--- config.mk ---
export PLATFORM = sky130hd
export DESIGN_NAME = deque_with_reverse_and_search_unit
export DESIGN_NICKNAME = d
export VERILOG_FILES = /design/src/hw/rtl/dqrs_pkg.sv /design/src/hw/rtl/dqrs_core.sv /design/src/hw/rtl/deque_with_reverse_and_search_unit.sv
export VERILOG_INCLUDE_DIRS = /design/src /design/src/hw/rtl
export SDC_FILE = /design/constraint.sdc
export NUM_CORES = 1
export LEC_CHECK = 0
export BUFFER_PORTS_ARGS = -buffer_cell sky130_fd_sc_hd__buf_2
export CAP_MARGIN = 20
export CELL_PAD_IN_SITES_DETAIL_PLACEMENT = 0
export CELL_PAD_IN_SITES_GLOBAL_PLACEMENT = 2
export CORE_AREA = 2 2 271 247
export CTS_CLUSTER_SIZE = 30
export DETAILED_ROUTE_END_ITERATION = 8
export DIE_AREA = 0 0 273 249
export GPL_ROUTABILITY_DRIVEN = 0
export PLACE_DENSITY_LB_ADDON = 0.25
export SETUP_SLACK_MARGIN = 0.3
export SLEW_MARGIN = 20
export SYNTH_ARGS = -nofsm -noshare
export SYNTH_HDL_FRONTEND = slang
export SYNTH_SLANG_ARGS = --single-unit
--- constraint.sdc ---
create_clock -name clock -period 4.19 [get_ports clock]
set_input_delay 0.2095 -clock clock [delete_from_list [all_inputs] [get_ports clock]]
set_output_delay 0.2095 -clock clock [all_outputs]
set_load 0.03 [all_outputs]
--- src/hw/rtl/deque_with_reverse_and_search_unit_defines.svh ---
// Assertion macros for the deque unit.
// Included by the top level; depends on nothing else.
`ifndef DEQUE_WITH_REVERSE_AND_SEARCH_UNIT_DEFINES_SVH
`define DEQUE_WITH_REVERSE_AND_SEARCH_UNIT_DEFINES_SVH

// Same-cycle implication, disabled while reset is high.
`define DQRS_ASSERT_IMP(label, clk, rst, ante, cons, msg) \
   label: assert property (@(posedge clk) disable iff (rst) (ante) |-> (cons)) \
      else $error(msg);

// Next-cycle implication, disabled while reset is high.
`define DQRS_ASSERT_NEXT(label, clk, rst, ante, cons, msg) \
   label: assert property (@(posedge clk) disable iff (rst) (ante) |=> (cons)) \
      else $error(msg);

`endif

--- src/hw/rtl/dqrs_pkg.sv ---
// Shared constants, codes, types and ring index helpers for the deque unit.
// Used by dqrs_core, deque_with_reverse_and_search_unit and the testbench; depends on nothing.
package dqrs_pkg;

   localparam int CAPACITY    = 16;
   localparam int VALUE_WIDTH = 32;
   localparam int PTR_W       = $clog2(CAPACITY);
   localparam int CNT_W       = $clog2(CAPACITY + 1);
   localparam int MODE_W      = 3;
   localparam int STATUS_W    = 3;

   // Operation codes carried by the mode field.
   localparam logic [MODE_W-1:0] MODE_PUSH_FRONT = MODE_W'(0);
   localparam logic [MODE_W-1:0] MODE_PUSH_BACK  = MODE_W'(1);
   localparam logic [MODE_W-1:0] MODE_SEARCH     = MODE_W'(2);
   localparam logic [MODE_W-1:0] MODE_POP_FRONT  = MODE_W'(3);
   localparam logic [MODE_W-1:0] MODE_POP_BACK   = MODE_W'(4);
   localparam logic [MODE_W-1:0] MODE_REVERSE    = MODE_W'(5);

   // Result status codes.
   localparam logic [STATUS_W-1:0] ST_OK        = STATUS_W'(0);
   localparam logic [STATUS_W-1:0] ST_EMPTY     = STATUS_W'(1);
   localparam logic [STATUS_W-1:0] ST_FULL      = STATUS_W'(2);
   localparam logic [STATUS_W-1:0] ST_FOUND     = STATUS_W'(3);
   localparam logic [STATUS_W-1:0] ST_NOT_FOUND = STATUS_W'(4);

   typedef enum logic [1:0] {
      CORE_IDLE,
      CORE_POP,
      CORE_SEARCH,
      CORE_HOLD
   } core_state_type;

   // One finished result, passed from the core to the output register.
   typedef struct packed {
      logic [STATUS_W-1:0]    status;
      logic [VALUE_WIDTH-1:0] removed;
      logic [CNT_W-1:0]       fill;
   } result_type;

   // Ring index one step towards the back.
   function automatic logic [PTR_W-1:0] ring_next(input logic [PTR_W-1:0] p);
      logic [PTR_W-1:0] r;
      if (p == PTR_W'(CAPACITY - 1)) begin
         r = '0;
      end else begin
         r = p + 1'b1;
      end
      return r;
   endfunction

   // Ring index one step towards the front.
   function automatic logic [PTR_W-1:0] ring_prev(input logic [PTR_W-1:0] p);
      logic [PTR_W-1:0] r;
      if (p == '0) begin
         r = PTR_W'(CAPACITY - 1);
      end else begin
         r = p - 1'b1;
      end
      return r;
   endfunction

   // Ring index n places behind p, for n no greater than the capacity.
   function automatic logic [PTR_W-1:0] ring_add(input logic [PTR_W-1:0] p,
                                                 input logic [CNT_W-1:0] n);
      int s;
      s = int'(p) + int'(n);
      if (s >= CAPACITY) begin
         s = s - CAPACITY;
      end
      return PTR_W'(s);
   endfunction

endpackage

--- src/hw/rtl/dqrs_core.sv ---
// Deque sequencer with its entry memory, pointers, count and direction flag.
// Depends on dqrs_pkg; results leave through a result_type struct.
module dqrs_core (
   input  logic                                clock,
   input  logic                                reset,
   input  logic                                req_valid,
   output logic                                req_stall,
   input  logic [dqrs_pkg::MODE_W-1:0]         req_mode,
   input  logic [dqrs_pkg::VALUE_WIDTH-1:0]    req_value,
   output logic                                res_valid,
   input  logic                                res_take,
   output dqrs_pkg::result_type                res
);

   // Entry memory: one write port, one registered read port.
   logic [dqrs_pkg::VALUE_WIDTH-1:0] entry_mem [dqrs_pkg::CAPACITY];
   logic [dqrs_pkg::VALUE_WIDTH-1:0] rd_data_ff;

   logic                             mem_we;
   logic [dqrs_pkg::PTR_W-1:0]       mem_waddr;
   logic [dqrs_pkg::VALUE_WIDTH-1:0] mem_wdata;
   logic                             mem_re;
   logic [dqrs_pkg::PTR_W-1:0]       mem_raddr;

   dqrs_pkg::core_state_type         state_ff, state_in;
   logic [dqrs_pkg::PTR_W-1:0]       front_ff, front_in;
   logic [dqrs_pkg::CNT_W-1:0]       count_ff, count_in;
   logic                             rev_ff, rev_in;
   logic [dqrs_pkg::VALUE_WIDTH-1:0] op_value_ff, op_value_in;
   logic [dqrs_pkg::PTR_W-1:0]       walk_ptr_ff, walk_ptr_in;
   logic [dqrs_pkg::CNT_W-1:0]       walk_cnt_ff, walk_cnt_in;
   logic [dqrs_pkg::STATUS_W-1:0]    pend_status_ff, pend_status_in;
   logic [dqrs_pkg::VALUE_WIDTH-1:0] pend_removed_ff, pend_removed_in;

   // Memory array; read data holds until the next read.
   always_ff @(posedge clock) begin
      if (mem_we) begin
         entry_mem[mem_waddr] <= mem_wdata;
      end
      if (mem_re) begin
         rd_data_ff <= entry_mem[mem_raddr];
      end
   end

   // Control state, cleared by reset.
   always_ff @(posedge clock) begin
      if (reset) begin
         state_ff <= dqrs_pkg::CORE_IDLE;
         front_ff <= '0;
         count_ff <= '0;
         rev_ff   <= 1'b0;
      end else begin
         state_ff <= state_in;
         front_ff <= front_in;
         count_ff <= count_in;
         rev_ff   <= rev_in;
      end
   end

   // Operand, search walk and pending result registers.
   always_ff @(posedge clock) begin
      op_value_ff     <= op_value_in;
      walk_ptr_ff     <= walk_ptr_in;
      walk_cnt_ff     <= walk_cnt_in;
      pend_status_ff  <= pend_status_in;
      pend_removed_ff <= pend_removed_in;
   end

   // Sequencer: requests are stalled whenever the core is not idle, so no two
   // memory accesses of different operations ever overlap.
   always_comb begin
      logic at_head;
      at_head         = 1'b0;
      state_in        = state_ff;
      front_in        = front_ff;
      count_in        = count_ff;
      rev_in          = rev_ff;
      op_value_in     = op_value_ff;
      walk_ptr_in     = walk_ptr_ff;
      walk_cnt_in     = walk_cnt_ff;
      pend_status_in  = pend_status_ff;
      pend_removed_in = pend_removed_ff;
      mem_we          = 1'b0;
      mem_waddr       = front_ff;
      mem_wdata       = req_value;
      mem_re          = 1'b0;
      mem_raddr       = front_ff;
      req_stall       = (state_ff != dqrs_pkg::CORE_IDLE);
      res_valid       = (state_ff == dqrs_pkg::CORE_HOLD);

      case (state_ff)
         dqrs_pkg::CORE_IDLE: begin
            if (req_valid) begin
               op_value_in     = req_value;
               pend_status_in  = dqrs_pkg::ST_OK;
               pend_removed_in = '0;
               state_in        = dqrs_pkg::CORE_HOLD;
               case (req_mode)
                  dqrs_pkg::MODE_PUSH_FRONT, dqrs_pkg::MODE_PUSH_BACK: begin
                     // The logical front is the physical head unless reversed.
                     at_head = (req_mode == dqrs_pkg::MODE_PUSH_FRONT) ^ rev_ff;
                     if (count_ff == dqrs_pkg::CNT_W'(dqrs_pkg::CAPACITY)) begin
                        pend_status_in = dqrs_pkg::ST_FULL;
                     end else begin
                        mem_we = 1'b1;
                        if (at_head) begin
                           front_in  = dqrs_pkg::ring_prev(front_ff);
                           mem_waddr = dqrs_pkg::ring_prev(front_ff);
                        end else begin
                           mem_waddr = dqrs_pkg::ring_add(front_ff, count_ff);
                        end
                        count_in = count_ff + 1'b1;
                     end
                  end
                  dqrs_pkg::MODE_POP_FRONT, dqrs_pkg::MODE_POP_BACK: begin
                     at_head = (req_mode == dqrs_pkg::MODE_POP_FRONT) ^ rev_ff;
                     if (count_ff == '0) begin
                        pend_status_in = dqrs_pkg::ST_EMPTY;
                     end else begin
                        mem_re = 1'b1;
                        if (at_head) begin
                           mem_raddr = front_ff;
                           front_in  = dqrs_pkg::ring_next(front_ff);
                        end else begin
                           mem_raddr = dqrs_pkg::ring_add(front_ff, count_ff - 1'b1);
                        end
                        count_in = count_ff - 1'b1;
                        state_in = dqrs_pkg::CORE_POP;
                     end
                  end
                  dqrs_pkg::MODE_SEARCH: begin
                     if (count_ff == '0) begin
                        pend_status_in = dqrs_pkg::ST_NOT_FOUND;
                     end else begin
                        mem_re      = 1'b1;
                        mem_raddr   = front_ff;
                        walk_ptr_in = dqrs_pkg::ring_next(front_ff);
                        walk_cnt_in = dqrs_pkg::CNT_W'(1);
                        state_in    = dqrs_pkg::CORE_SEARCH;
                     end
                  end
                  dqrs_pkg::MODE_REVERSE: begin
                     rev_in = !rev_ff;
                  end
                  default: begin
                     // Unused codes leave the state alone and report ok.
                  end
               endcase
            end
         end
         dqrs_pkg::CORE_POP: begin
            pend_removed_in = rd_data_ff;
            state_in        = dqrs_pkg::CORE_HOLD;
         end
         dqrs_pkg::CORE_SEARCH: begin
            // Compare the entry read last cycle while the next one is read.
            if (rd_data_ff == op_value_ff) begin
               pend_status_in = dqrs_pkg::ST_FOUND;
               state_in       = dqrs_pkg::CORE_HOLD;
            end else if (walk_cnt_ff == count_ff) begin
               pend_status_in = dqrs_pkg::ST_NOT_FOUND;
               state_in       = dqrs_pkg::CORE_HOLD;
            end else begin
               mem_re      = 1'b1;
               mem_raddr   = walk_ptr_ff;
               walk_ptr_in = dqrs_pkg::ring_next(walk_ptr_ff);
               walk_cnt_in = walk_cnt_ff + 1'b1;
            end
         end
         dqrs_pkg::CORE_HOLD: begin
            if (res_take) begin
               state_in = dqrs_pkg::CORE_IDLE;
            end
         end
         default: begin
            state_in = dqrs_pkg::CORE_IDLE;
         end
      endcase
   end

   assign res.status  = pend_status_ff;
   assign res.removed = pend_removed_ff;
   assign res.fill    = count_ff;

endmodule

--- src/hw/rtl/deque_with_reverse_and_search_unit.sv ---
// Channel   Ports                                   Direction
// req       req_valid req_stall req_mode req_value   in (stall out)
// rsp       rsp_valid rsp_stall rsp_status           out (stall in)
//           rsp_removed_value rsp_fill_count
//
// A push, a reverse or an unused code passes its result from the core's pending result registers to the
// output register, and the core takes the next request once the result has moved into that register.
// A pop first waits for the entry memory read, then takes the same path.
// A search compares one entry per cycle through the single read port and stops at a match
// or at the fill count, then takes the same path.
// A stalled result holds the output register; the core waits and stalls the next request.
// Reset is synchronous and empties the deque by clearing its count and pointers; no clearing pass.
//
// Top level of the deque unit: output register, core and checks.
// Depends on dqrs_pkg, dqrs_core and deque_with_reverse_and_search_unit_defines.svh.
`include "deque_with_reverse_and_search_unit_defines.svh"

module deque_with_reverse_and_search_unit (
   input  logic                                    clock,
   input  logic                                    reset,
   input  logic                                    req_valid,
   output logic                                    req_stall,
   input  logic [dqrs_pkg::MODE_W-1:0]             req_mode,
   input  logic signed [dqrs_pkg::VALUE_WIDTH-1:0] req_value,
   output logic                                    rsp_valid,
   input  logic                                    rsp_stall,
   output logic [dqrs_pkg::STATUS_W-1:0]           rsp_status,
   output logic signed [dqrs_pkg::VALUE_WIDTH-1:0] rsp_removed_value,
   output logic [dqrs_pkg::CNT_W-1:0]              rsp_fill_count
);

   logic                 core_valid;
   logic                 out_free;
   dqrs_pkg::result_type core_res;
   logic                 rsp_valid_ff, rsp_valid_in;
   dqrs_pkg::result_type rsp_res_ff, rsp_res_in;

   dqrs_core u_core (
      .clock     (clock),
      .reset     (reset),
      .req_valid (req_valid),
      .req_stall (req_stall),
      .req_mode  (req_mode),
      .req_value (req_value),
      .res_valid (core_valid),
      .res_take  (out_free),
      .res       (core_res)
   );

   // The output register is free when empty or when its transfer completes.
   assign out_free = !rsp_valid_ff || !rsp_stall;

   always_comb begin
      rsp_valid_in = rsp_valid_ff && rsp_stall;
      rsp_res_in   = rsp_res_ff;
      if (core_valid && out_free) begin
         rsp_valid_in = 1'b1;
         rsp_res_in   = core_res;
      end
   end

   always_ff @(posedge clock) begin
      if (reset) begin
         rsp_valid_ff <= 1'b0;
      end else begin
         rsp_valid_ff <= rsp_valid_in;
      end
   end

   always_ff @(posedge clock) begin
      rsp_res_ff <= rsp_res_in;
   end

   assign rsp_valid         = rsp_valid_ff;
   assign rsp_status        = rsp_res_ff.status;
   assign rsp_removed_value = rsp_res_ff.removed;
   assign rsp_fill_count    = rsp_res_ff.fill;

   // A dropped push can only be reported with the deque full.
   `DQRS_ASSERT_IMP(a_full_at_capacity, clock, reset,
      rsp_valid_ff && (rsp_res_ff.status == dqrs_pkg::ST_FULL),
      rsp_res_ff.fill == dqrs_pkg::CNT_W'(dqrs_pkg::CAPACITY),
      "full status with fill count below capacity")

   // An empty pop reports no entries and no value.
   `DQRS_ASSERT_IMP(a_empty_is_empty, clock, reset,
      rsp_valid_ff && (rsp_res_ff.status == dqrs_pkg::ST_EMPTY),
      (rsp_res_ff.fill == '0) && (rsp_res_ff.removed == '0),
      "empty status with entries or a removed value")

   // Only a successful pop carries a removed value.
   `DQRS_ASSERT_IMP(a_removed_only_ok, clock, reset,
      rsp_valid_ff && (rsp_res_ff.status != dqrs_pkg::ST_OK),
      rsp_res_ff.removed == '0,
      "removed value on a result that is not ok")

   // A result handed over by the core shows at the port in the next cycle.
   `DQRS_ASSERT_NEXT(a_handover_shows, clock, reset,
      core_valid && out_free,
      rsp_valid_ff,
      "core result lost at the output register")

endmodule

# [After elaboration in Yosys (flattened, before gate mapping)]
# Memory sizes are Yosys's and may differ from the RTL's. A register that Yosys moved wholly into a read port is not among the register bits.
# Cells that the tools add are included.
# W data, S select, Z words.
[classes] addsub=10 magnitude_cmp=2 eq_ne=24 muxes=68 bitwise=2 n_reduce_logical=25
[ops] op="$mux W4" count=25
[ops] op="$pmux W32 S2" count=1
[ops] op="$mux W5" count=7
[ops] op="$eq A32 B32 Y1" count=1
[ops] op="$mux W32" count=1
[ops] op="$pmux W4 S2" count=3
[ops] op="$pmux W5 S2" count=2
[ops] op="$mux W1" count=14
[ops] op="$ne A2 B2 Y1 const B" count=7
[ops] op="$add A4 B5 Y6" count=2
[ops] op="$ge A6 B5 Y1 const B" count=2
[ops] op="$mux W2" count=6
[ops] op="$mux W3" count=4
[ops] op="$sub A4 B1 Y4 const B" count=3
[ops] op="$add A5 B1 Y5 const B" count=2
[ops] op="$pmux W3 S3" count=1
[ops] op="$reduce_and A3 Y1" count=3
[ops] op="$add A4 B1 Y4 const B" count=2
[ops] op="$eq A4 B4 Y1 const B" count=2
[ops] op="$pmux W2 S4" count=1
[ops] op="$reduce_bool A2 Y1" count=4
[ops] op="$reduce_and A7 Y1" count=1
[ops] op="$eq A3 B2 Y1 const B" count=2
[ops] op="$eq A3 B3 Y1 const B" count=2
[ops] op="other kinds (24)" count=33
[totals] ff_bits=129 mem_bits_rw=512 in_bits=39 output_inout_bits=42 wordCells=145 memories=1
[mem_list] name="u_core.entry_mem" words=16 word_bits=32 rd=1 rd_ports_with_merged_regs=1 write_ports=1 line="dqrs_core.sv:16" source="logic [dqrs_pkg::VALUE_WIDTH-1:0] entry_mem [dqrs_pkg::CAPACITY];"

# [Depth between registers and ports, before layout]
[depth] ltp_word=9 mapped_depth=16 mapped_depth_nobuf=12

# [Modules after synthesis]
# From an unflattened synthesis, not the netlist that was laid out.
[unflattened] hier_cells=1483 area_unflattened_um2=26231.4
[modules_own_cells] module="dqrs_core" instances=1 cells_per_inst=1438 area_each_um2=24991.5 seq_area_each_um2=18858.1
[modules_own_cells] module="deque_with_reverse_and_search_unit" instances=1 cells_per_inst=45 area_each_um2=1239.9 seq_area_each_um2=1221.2

# [Least setup slack after synthesis]
# No wires, ideal clock.
[synth_timing] path_kind="flip-flop to flip-flop" from="register u_core.count_ff[0] (netlist bit)" to="register u_core.rd_data_ff[0] (netlist bit), read port of u_core.entry_mem, enable pin" setup_time_ps=466 t_arrival_ps=3700 required_ps=3724 path_slack_ps=25 path_stages_with_launch=8 n_path_buf=1 period_less_slack_ps=4165 path_cell_list="dfxtp_1 > clkbuf_1 > inv_1 > ha_1 > nor4b_1 > nor3_1 > a21oi_1 > o21ai_0"
[synth_between] elab_cells_between_ends=20 classes_between="add/sub: 3; order compare: 1; eq/ne: 1; mux: 14; reduce/logical: 1"
[synth_lines] element="from (decl)" line="dqrs_core.sv:27" source="logic [dqrs_pkg::CNT_W-1:0] count_ff, count_in;"
[synth_lines] element="from (signal assigned)" line="dqrs_core.sv:55" source="count_ff <= count_in;"
[synth_lines] element="$logic_not A5 Y1" line="dqrs_core.sv:117, dqrs_core.sv:132"
[synth_lines] element="$mux W1" line="dqrs_core.sv:117, dqrs_core.sv:132"
[synth_lines] element="$mux W1"
[synth_lines] element="$mux W1" line="dqrs_core.sv:93" source="if (req_valid) begin"
[synth_lines] element="$pmux W1 S2 (*)" line="dqrs_core.sv:91" source="case (state_ff)"
[synth_lines] element="via u_core.mem_re" line="dqrs_core.sv:22" source="logic mem_re;"
[synth_lines] element="to (decl)" line="dqrs_core.sv:17" source="logic [dqrs_pkg::VALUE_WIDTH-1:0] rd_data_ff;"
# The timed path passes the listed nets; every way through them passes the cells marked *.
# A chain may end at the register's enable or synchronous reset.

# [Worst setup path after layout]
[layout_timing] from="register u_core.count_ff[0] (netlist bit)" to="register u_core.rd_data_ff[16] (netlist bit), read port of u_core.entry_mem, data pin"
[layout_between] elab_chain_cells=9 elab_cells_between_ends=20 classes_between="add/sub: 3; order compare: 1; eq/ne: 1; mux: 14; reduce/logical: 1"
[layout_lines] element="$sub A5 B1 Y5" line="dqrs_core.sv:125" source="mem_raddr = dqrs_pkg::ring_add(front_ff, count_ff - 1'b1);"
[layout_lines] element="$add A4 B5 Y6" line="dqrs_pkg.sv:67" source="s = int'(p) + int'(n);"
[layout_lines] element="$ge A6 B5 Y1 or $sub A4 B1 Y4 (tied branches)" line="dqrs_pkg.sv:68, dqrs_pkg.sv:69"
[layout_lines] element="$mux W4" line="dqrs_pkg.sv:68" source="if (s >= CAPACITY) begin"
[layout_lines] element="$mux W4" line="dqrs_core.sv:121" source="if (at_head) begin"
[layout_lines] element="$mux W4" line="dqrs_core.sv:117" source="if (count_ff == '0) begin"
[layout_lines] element="$mux W4"
[layout_lines] element="$mux W4" line="dqrs_core.sv:93"
[layout_lines] element="$pmux W4 S2" line="dqrs_core.sv:91"
# Several ways; a longest one is shown, not always the timed one.

==> results.txt <==
- Relative to the synthesized area, the layout overhead comes to 17.9%.
* Basic-gate share of the synthesized area counting and, or, nand and nor cells: 5.47%
* Antenna viol nets, final: 0
- Class of the most critical hold timing path: in -> reg
* Boundary pin count: 81
* Largest family of logic cells by synthesized area: compound AO/OA/AOI/OAI gates
- Counting instances, the worst hold path has a depth of 1.
* Cells after Synth: 1646
- No sink is reached through more buffers than the 3 on the longest clock path.
- Counting every net in the synthesized netlist gives 1704.
- Clock tree from TritonCTS: yes
* Wire length of the first global-routing pass: 107000 um
* Worst-margin pin slew: 0.875 ns
* Type of element launching the critical path: flop
* Worst reg2reg startpoint: u_core.count_ff[0]
- Run status: finished, final reports clean
* Overall routing resource usage: 21.5%
- Worst EP required: 4.54 ns
* TritonRoute pass-1 iters: 7
- The H-tree generated during clock tree synthesis spans 3 levels.
- Die outline area: 68000 um^2
* Layout fillers: 5521
- In this run the register-to-register setup slack is 0.42 ns.
* Vias per inst: 5.73
* Initial DRC Count: 1660
* Multiplexer fraction of the synthesized cell area: 5.38%
- Based on the critical path, the design can be clocked at up to 265 MHz.
- Storage element area: 20100 um^2
* Hold-critical path endpoint: u_core.entry_mem[4][30]
- For this run, the slowest stage of the critical path takes 0.55 ns.
* Flip-flop and latch count after synthesis: 673
- Counting I/O delays and the setup requirement, the final critical path takes 3.77 ns.
- In the final layout, the share of cells above drive strength 1 is 21.5%.
* Die Wd: 273 um
- After global routing the overflow that remains totals 0.
- The critical path crosses 12 cells after its start point.
- The clock arrives with 0.0244 ns of skew.
- Together, buffers and inverters on the worst path number 3.
* Clock insertion delay at the later pin of the skew report: 0.62 ns
* Leakage power: 10.7 nW
- After detailed routing, the number of remaining DRC violations is 0.
- The worst hold path begins at req_value[30].
- Power per standard cell area: 665 nW/um^2
* Most congested layer reported by global routing: met2
- Footprint of the multi-input gates: 6660 um^2
- Detailed routing inserted a total of 15700 vias.
* HPWL after detailed placement: 41000 um
* Area after detailed placement: 29200 um^2
- Global routing consumed, on the met2 layer, 33.6% of the routing resources.
* Design Power: 21.3 mW
- After Yosys synthesis, XOR and XNOR cells account for 1.81% of the synthesized area.
* Unrepaired setup endpoints after global routing: true
- Quantity of I/O buffers inserted on ports: 80
- Period Utilization, post-route: 90.0%
* Worst-path fanout max: 19
- Dividing the synthesized area by the synthesized cell count gives 16.5 um^2.
- In this run the tightest slew margin relative to its limit is 41.7%.
* Initial antenna violation count: 2
- Starting density of the core: 41.7%
* Class of the most critical setup path: reg -> reg
- Grouping stages by cell kind, the critical path spends the most delay in simple AND/OR/NAND/NOR gates.
- Cell Area, Synth: 27100 um^2
- Max Cap Violations: 0
- Summing the areas of all compound-gate instances in the mapped netlist gives 9.83% of the synthesized area.
- Total routed wirelength: 74200 um
- Summing all non-filler instances in the final layout gives an area of 32000 um^2.
* Clk sink count: 673
- Number of synthesized flops with an enable pin: 660
* Synthesis Warnings: 0
- Data on the critical path arrives at its endpoint at 4.12 ns.
- The signal on the critical path passes through inv_1 > ha_1 > or4b_4 > o211ai_2 > mux2i_1 > or4_4 > o22ai_4 > buf_12 > buf_16 > mux4_2 > a222oi_1 > a211oi_2.
- The number of slew-limit violations in the final report was 0.
- Setup TNS: 0 ns
- Clock-pin slew was measured on the worst setup and hold paths at 0.06 ns.
- Fraction of the mapped netlist area in adder cells: 0.931%
- The floorplan step defined a core boundary enclosing 65000 um^2.
- Antenna Diode Count: 0
- The via count of the first global-routing pass was 15400.
* Worst R2R End: u_core.rd_data_ff[16]
- Total CTS buffers: 70
- Nets: 1878
* Critical path capture point type: flop
* Count of different cell masters after synthesis: 66
- Die height: 249 um
- After detailed routing, the average wire length per cell comes to 27.1 um.
- Met3 capacity usage during global routing: 3.37%
- Entering global routing, the biggest net connects 60 pins.
- The floorplan has 89 rows.
- Final Setup Violations: 0
- The worst register-to-register path has a depth of 12.
* Met1 demand-to-capacity share in global routing: 31.3%
- Most used DFF post-synth: sky130_fd_sc_hd__edfxtp_1
- For this run, the register share of the synthesized area comes to 74.0%.
- Share of async-settable or async-resettable flops after synthesis: 0%
- On the critical path, the stage with the largest delay is an instance of sky130_fd_sc_hd__mux4_2.
- The hold violation count in the final report was 0.
- The cell sitting at the root of the clock tree is a sky130_fd_sc_hd__clkbuf_16.
- The worst-case IR drop observed on VDD is 0.376 mV.
[stage by stage]
step	util [%]	hold WS, ns	worst slack (ns)	std cells
detailed placement	44.9	0.405	0.183	2565
CTS	49.0	0.00407	0.347	2728
global route	49.2	0.0119	0.273	2733
global placement	44.9	0.405	0.211	2565
finish	49.2	0.0413	0.417	2733
floorplan	-	0.279	0.317	1646
[kinds of logic after synthesis]
logic type                 count (synthesis)
muxes                                    103
xor gates and xnor gates                  56
DFF                                      673
adders and majority gates                 19
buffers and inverters                    151
and+or+nand+nor                          327
AOI/OAI and AO/OA                        317
[worst reg2reg max path: stages (launching register included)]
cell and delay [ns]:
sky130_fd_sc_hd__dfxtp_1 0.31, sky130_fd_sc_hd__inv_1 0.13, sky130_fd_sc_hd__ha_1 0.19, sky130_fd_sc_hd__or4b_4 0.50
sky130_fd_sc_hd__o211ai_2 0.15, sky130_fd_sc_hd__mux2i_1 0.15, sky130_fd_sc_hd__or4_4 0.48, sky130_fd_sc_hd__o22ai_4 0.29
sky130_fd_sc_hd__buf_12 0.19, sky130_fd_sc_hd__buf_16 0.19, sky130_fd_sc_hd__mux4_2 0.57, sky130_fd_sc_hd__a222oi_1 0.32
sky130_fd_sc_hd__a211oi_2 0.06
[area by class of cell]
type | count | area share [%]
Clock buffer | 91 | 5.92
Clock inverter | 30 | 0.860
Inverter | 48 | 0.575
Multi-Input combinational cell | 824 | 20.8
Sequential cell | 673 | 62.7
Tap cell | 864 | 3.38
Timing Repair Buffer | 203 | 5.73
[where the power goes]
part / switching (mW) / total, mW / internal, mW / leakage, nW
combinational: 4.07 / 6.65 / 2.58 / 3.55
clock: 2.52 / 5.95 / 3.44 / 1.04
sequential: 0.346 / 8.67 / 8.32 / 6.11
total: 6.93 / 21.3 / 14.3 / 10.7
[timing repair]
action | 4_1_cts | 5_1_grt
hold buffers | 34 | 0
pin swaps | 4 | 2
cloned | 5 | 3
hold endpoints to repair | 506 | 0
endpoints found under the setup margin | 30 | 32
buffers inserted | 3 | 2
resized for setup | 6 | 10
[per-layer routing]
metal  share of wire, %  up-vias
met1                 45     8140
li1                   -     6902
met4                2.3        2
met3                6.0      113
met2                 47      499
met5              0.018        -
[worst max-delay path by stage]
stage,startpoint,slack [ns],to
5_1_grt,u_core.count_ff[0],0.27,u_core.rd_data_ff[18]
3_3_place_gp,u_core.count_ff[0],0.21,u_core.rd_data_ff[25]
4_1_cts,u_core.count_ff[0],0.35,u_core.rd_data_ff[29]
3_5_place_dp,u_core.state_ff[0],0.18,u_core.rd_data_ff[29]
2_1_floorplan,u_core.count_ff[0],0.32,u_core.rd_data_ff[11]
6_report,u_core.count_ff[0],0.42,u_core.rd_data_ff[16]
[cells in the final DEF (no fill, tap or decap), types with 5 or more instances in the layout]
| cell | n |
|---|---|
| sky130_fd_sc_hd__edfxtp_1 | 660 |
| sky130_fd_sc_hd__nand2_1 | 191 |
| sky130_fd_sc_hd__buf_2 | 80 |
| sky130_fd_sc_hd__clkbuf_16 | 75 |
| sky130_fd_sc_hd__a32o_1 | 63 |
| sky130_fd_sc_hd__buf_4 | 59 |
| sky130_fd_sc_hd__a21oi_1 | 49 |
| sky130_fd_sc_hd__inv_1 | 45 |
| sky130_fd_sc_hd__mux2i_1 | 40 |
| sky130_fd_sc_hd__and2_1 | 35 |
| sky130_fd_sc_hd__dlygate4sd3_1 | 34 |
| sky130_fd_sc_hd__o211ai_1 | 33 |
| sky130_fd_sc_hd__mux2_2 | 32 |
| sky130_fd_sc_hd__xnor2_1 | 31 |
| sky130_fd_sc_hd__o221ai_1 | 31 |
| sky130_fd_sc_hd__mux4_2 | 31 |
| sky130_fd_sc_hd__a222oi_1 | 31 |
| sky130_fd_sc_hd__nor2_1 | 29 |
| sky130_fd_sc_hd__a211oi_2 | 28 |
| sky130_fd_sc_hd__xor2_1 | 25 |
| sky130_fd_sc_hd__o21ai_0 | 19 |
| sky130_fd_sc_hd__nor2_4 | 19 |
| sky130_fd_sc_hd__buf_12 | 19 |
| sky130_fd_sc_hd__clkbuf_1 | 18 |
| sky130_fd_sc_hd__ha_1 | 15 |
| sky130_fd_sc_hd__clkinv_1 | 13 |
| sky130_fd_sc_hd__dfxtp_1 | 13 |
| sky130_fd_sc_hd__nand4_1 | 9 |
| sky130_fd_sc_hd__and4_1 | 7 |
| sky130_fd_sc_hd__a211oi_1 | 7 |
| sky130_fd_sc_hd__clkinv_2 | 7 |
| sky130_fd_sc_hd__clkinvlp_4 | 6 |
| sky130_fd_sc_hd__nor3_1 | 5 |
| sky130_fd_sc_hd__nor4_1 | 5 |
| sky130_fd_sc_hd__nand3_1 | 5 |
| sky130_fd_sc_hd__a21o_1 | 5 |
| sky130_fd_sc_hd__o221a_2 | 5 |
[cells in the mapped netlist, types with 28 or more instances]
cell type	n	share of area, %
sky130_fd_sc_hd__edfxtp_1	660	73
sky130_fd_sc_hd__and2_1	35	0.81
sky130_fd_sc_hd__a222oi_1	31	1.1
sky130_fd_sc_hd__xnor2_1	31	1.0
sky130_fd_sc_hd__nand2_1	191	2.6
sky130_fd_sc_hd__inv_1	46	0.64
sky130_fd_sc_hd__a21oi_1	50	0.92
sky130_fd_sc_hd__o211ai_1	33	0.91
sky130_fd_sc_hd__mux4_2	31	2.6
sky130_fd_sc_hd__o221ai_1	32	1.0
sky130_fd_sc_hd__nor2_1	48	0.66
sky130_fd_sc_hd__clkbuf_1	64	0.89
sky130_fd_sc_hd__a211oi_2	28	1.3
sky130_fd_sc_hd__mux2i_1	40	1.5
sky130_fd_sc_hd__mux2_2	32	1.3
sky130_fd_sc_hd__a32o_1	63	2.3
[sequential cells by signal, summed over array words and instances (netlist names)]
name                    count
rsp_fill_count              5
rsp_removed_value          32
rsp_status                  3
rsp_valid                   1
u_core.count_ff             5
u_core.entry_mem          512
u_core.front_ff             4
u_core.op_value_ff         32
u_core.pend_removed_ff     32
u_core.pend_status_ff       3
u_core.rd_data_ff          32
u_core.rev_ff               1
u_core.state_ff             2
u_core.walk_cnt_ff          5
u_core.walk_ptr_ff          4
No activity file was read; power rests on OpenSTA's default activity.
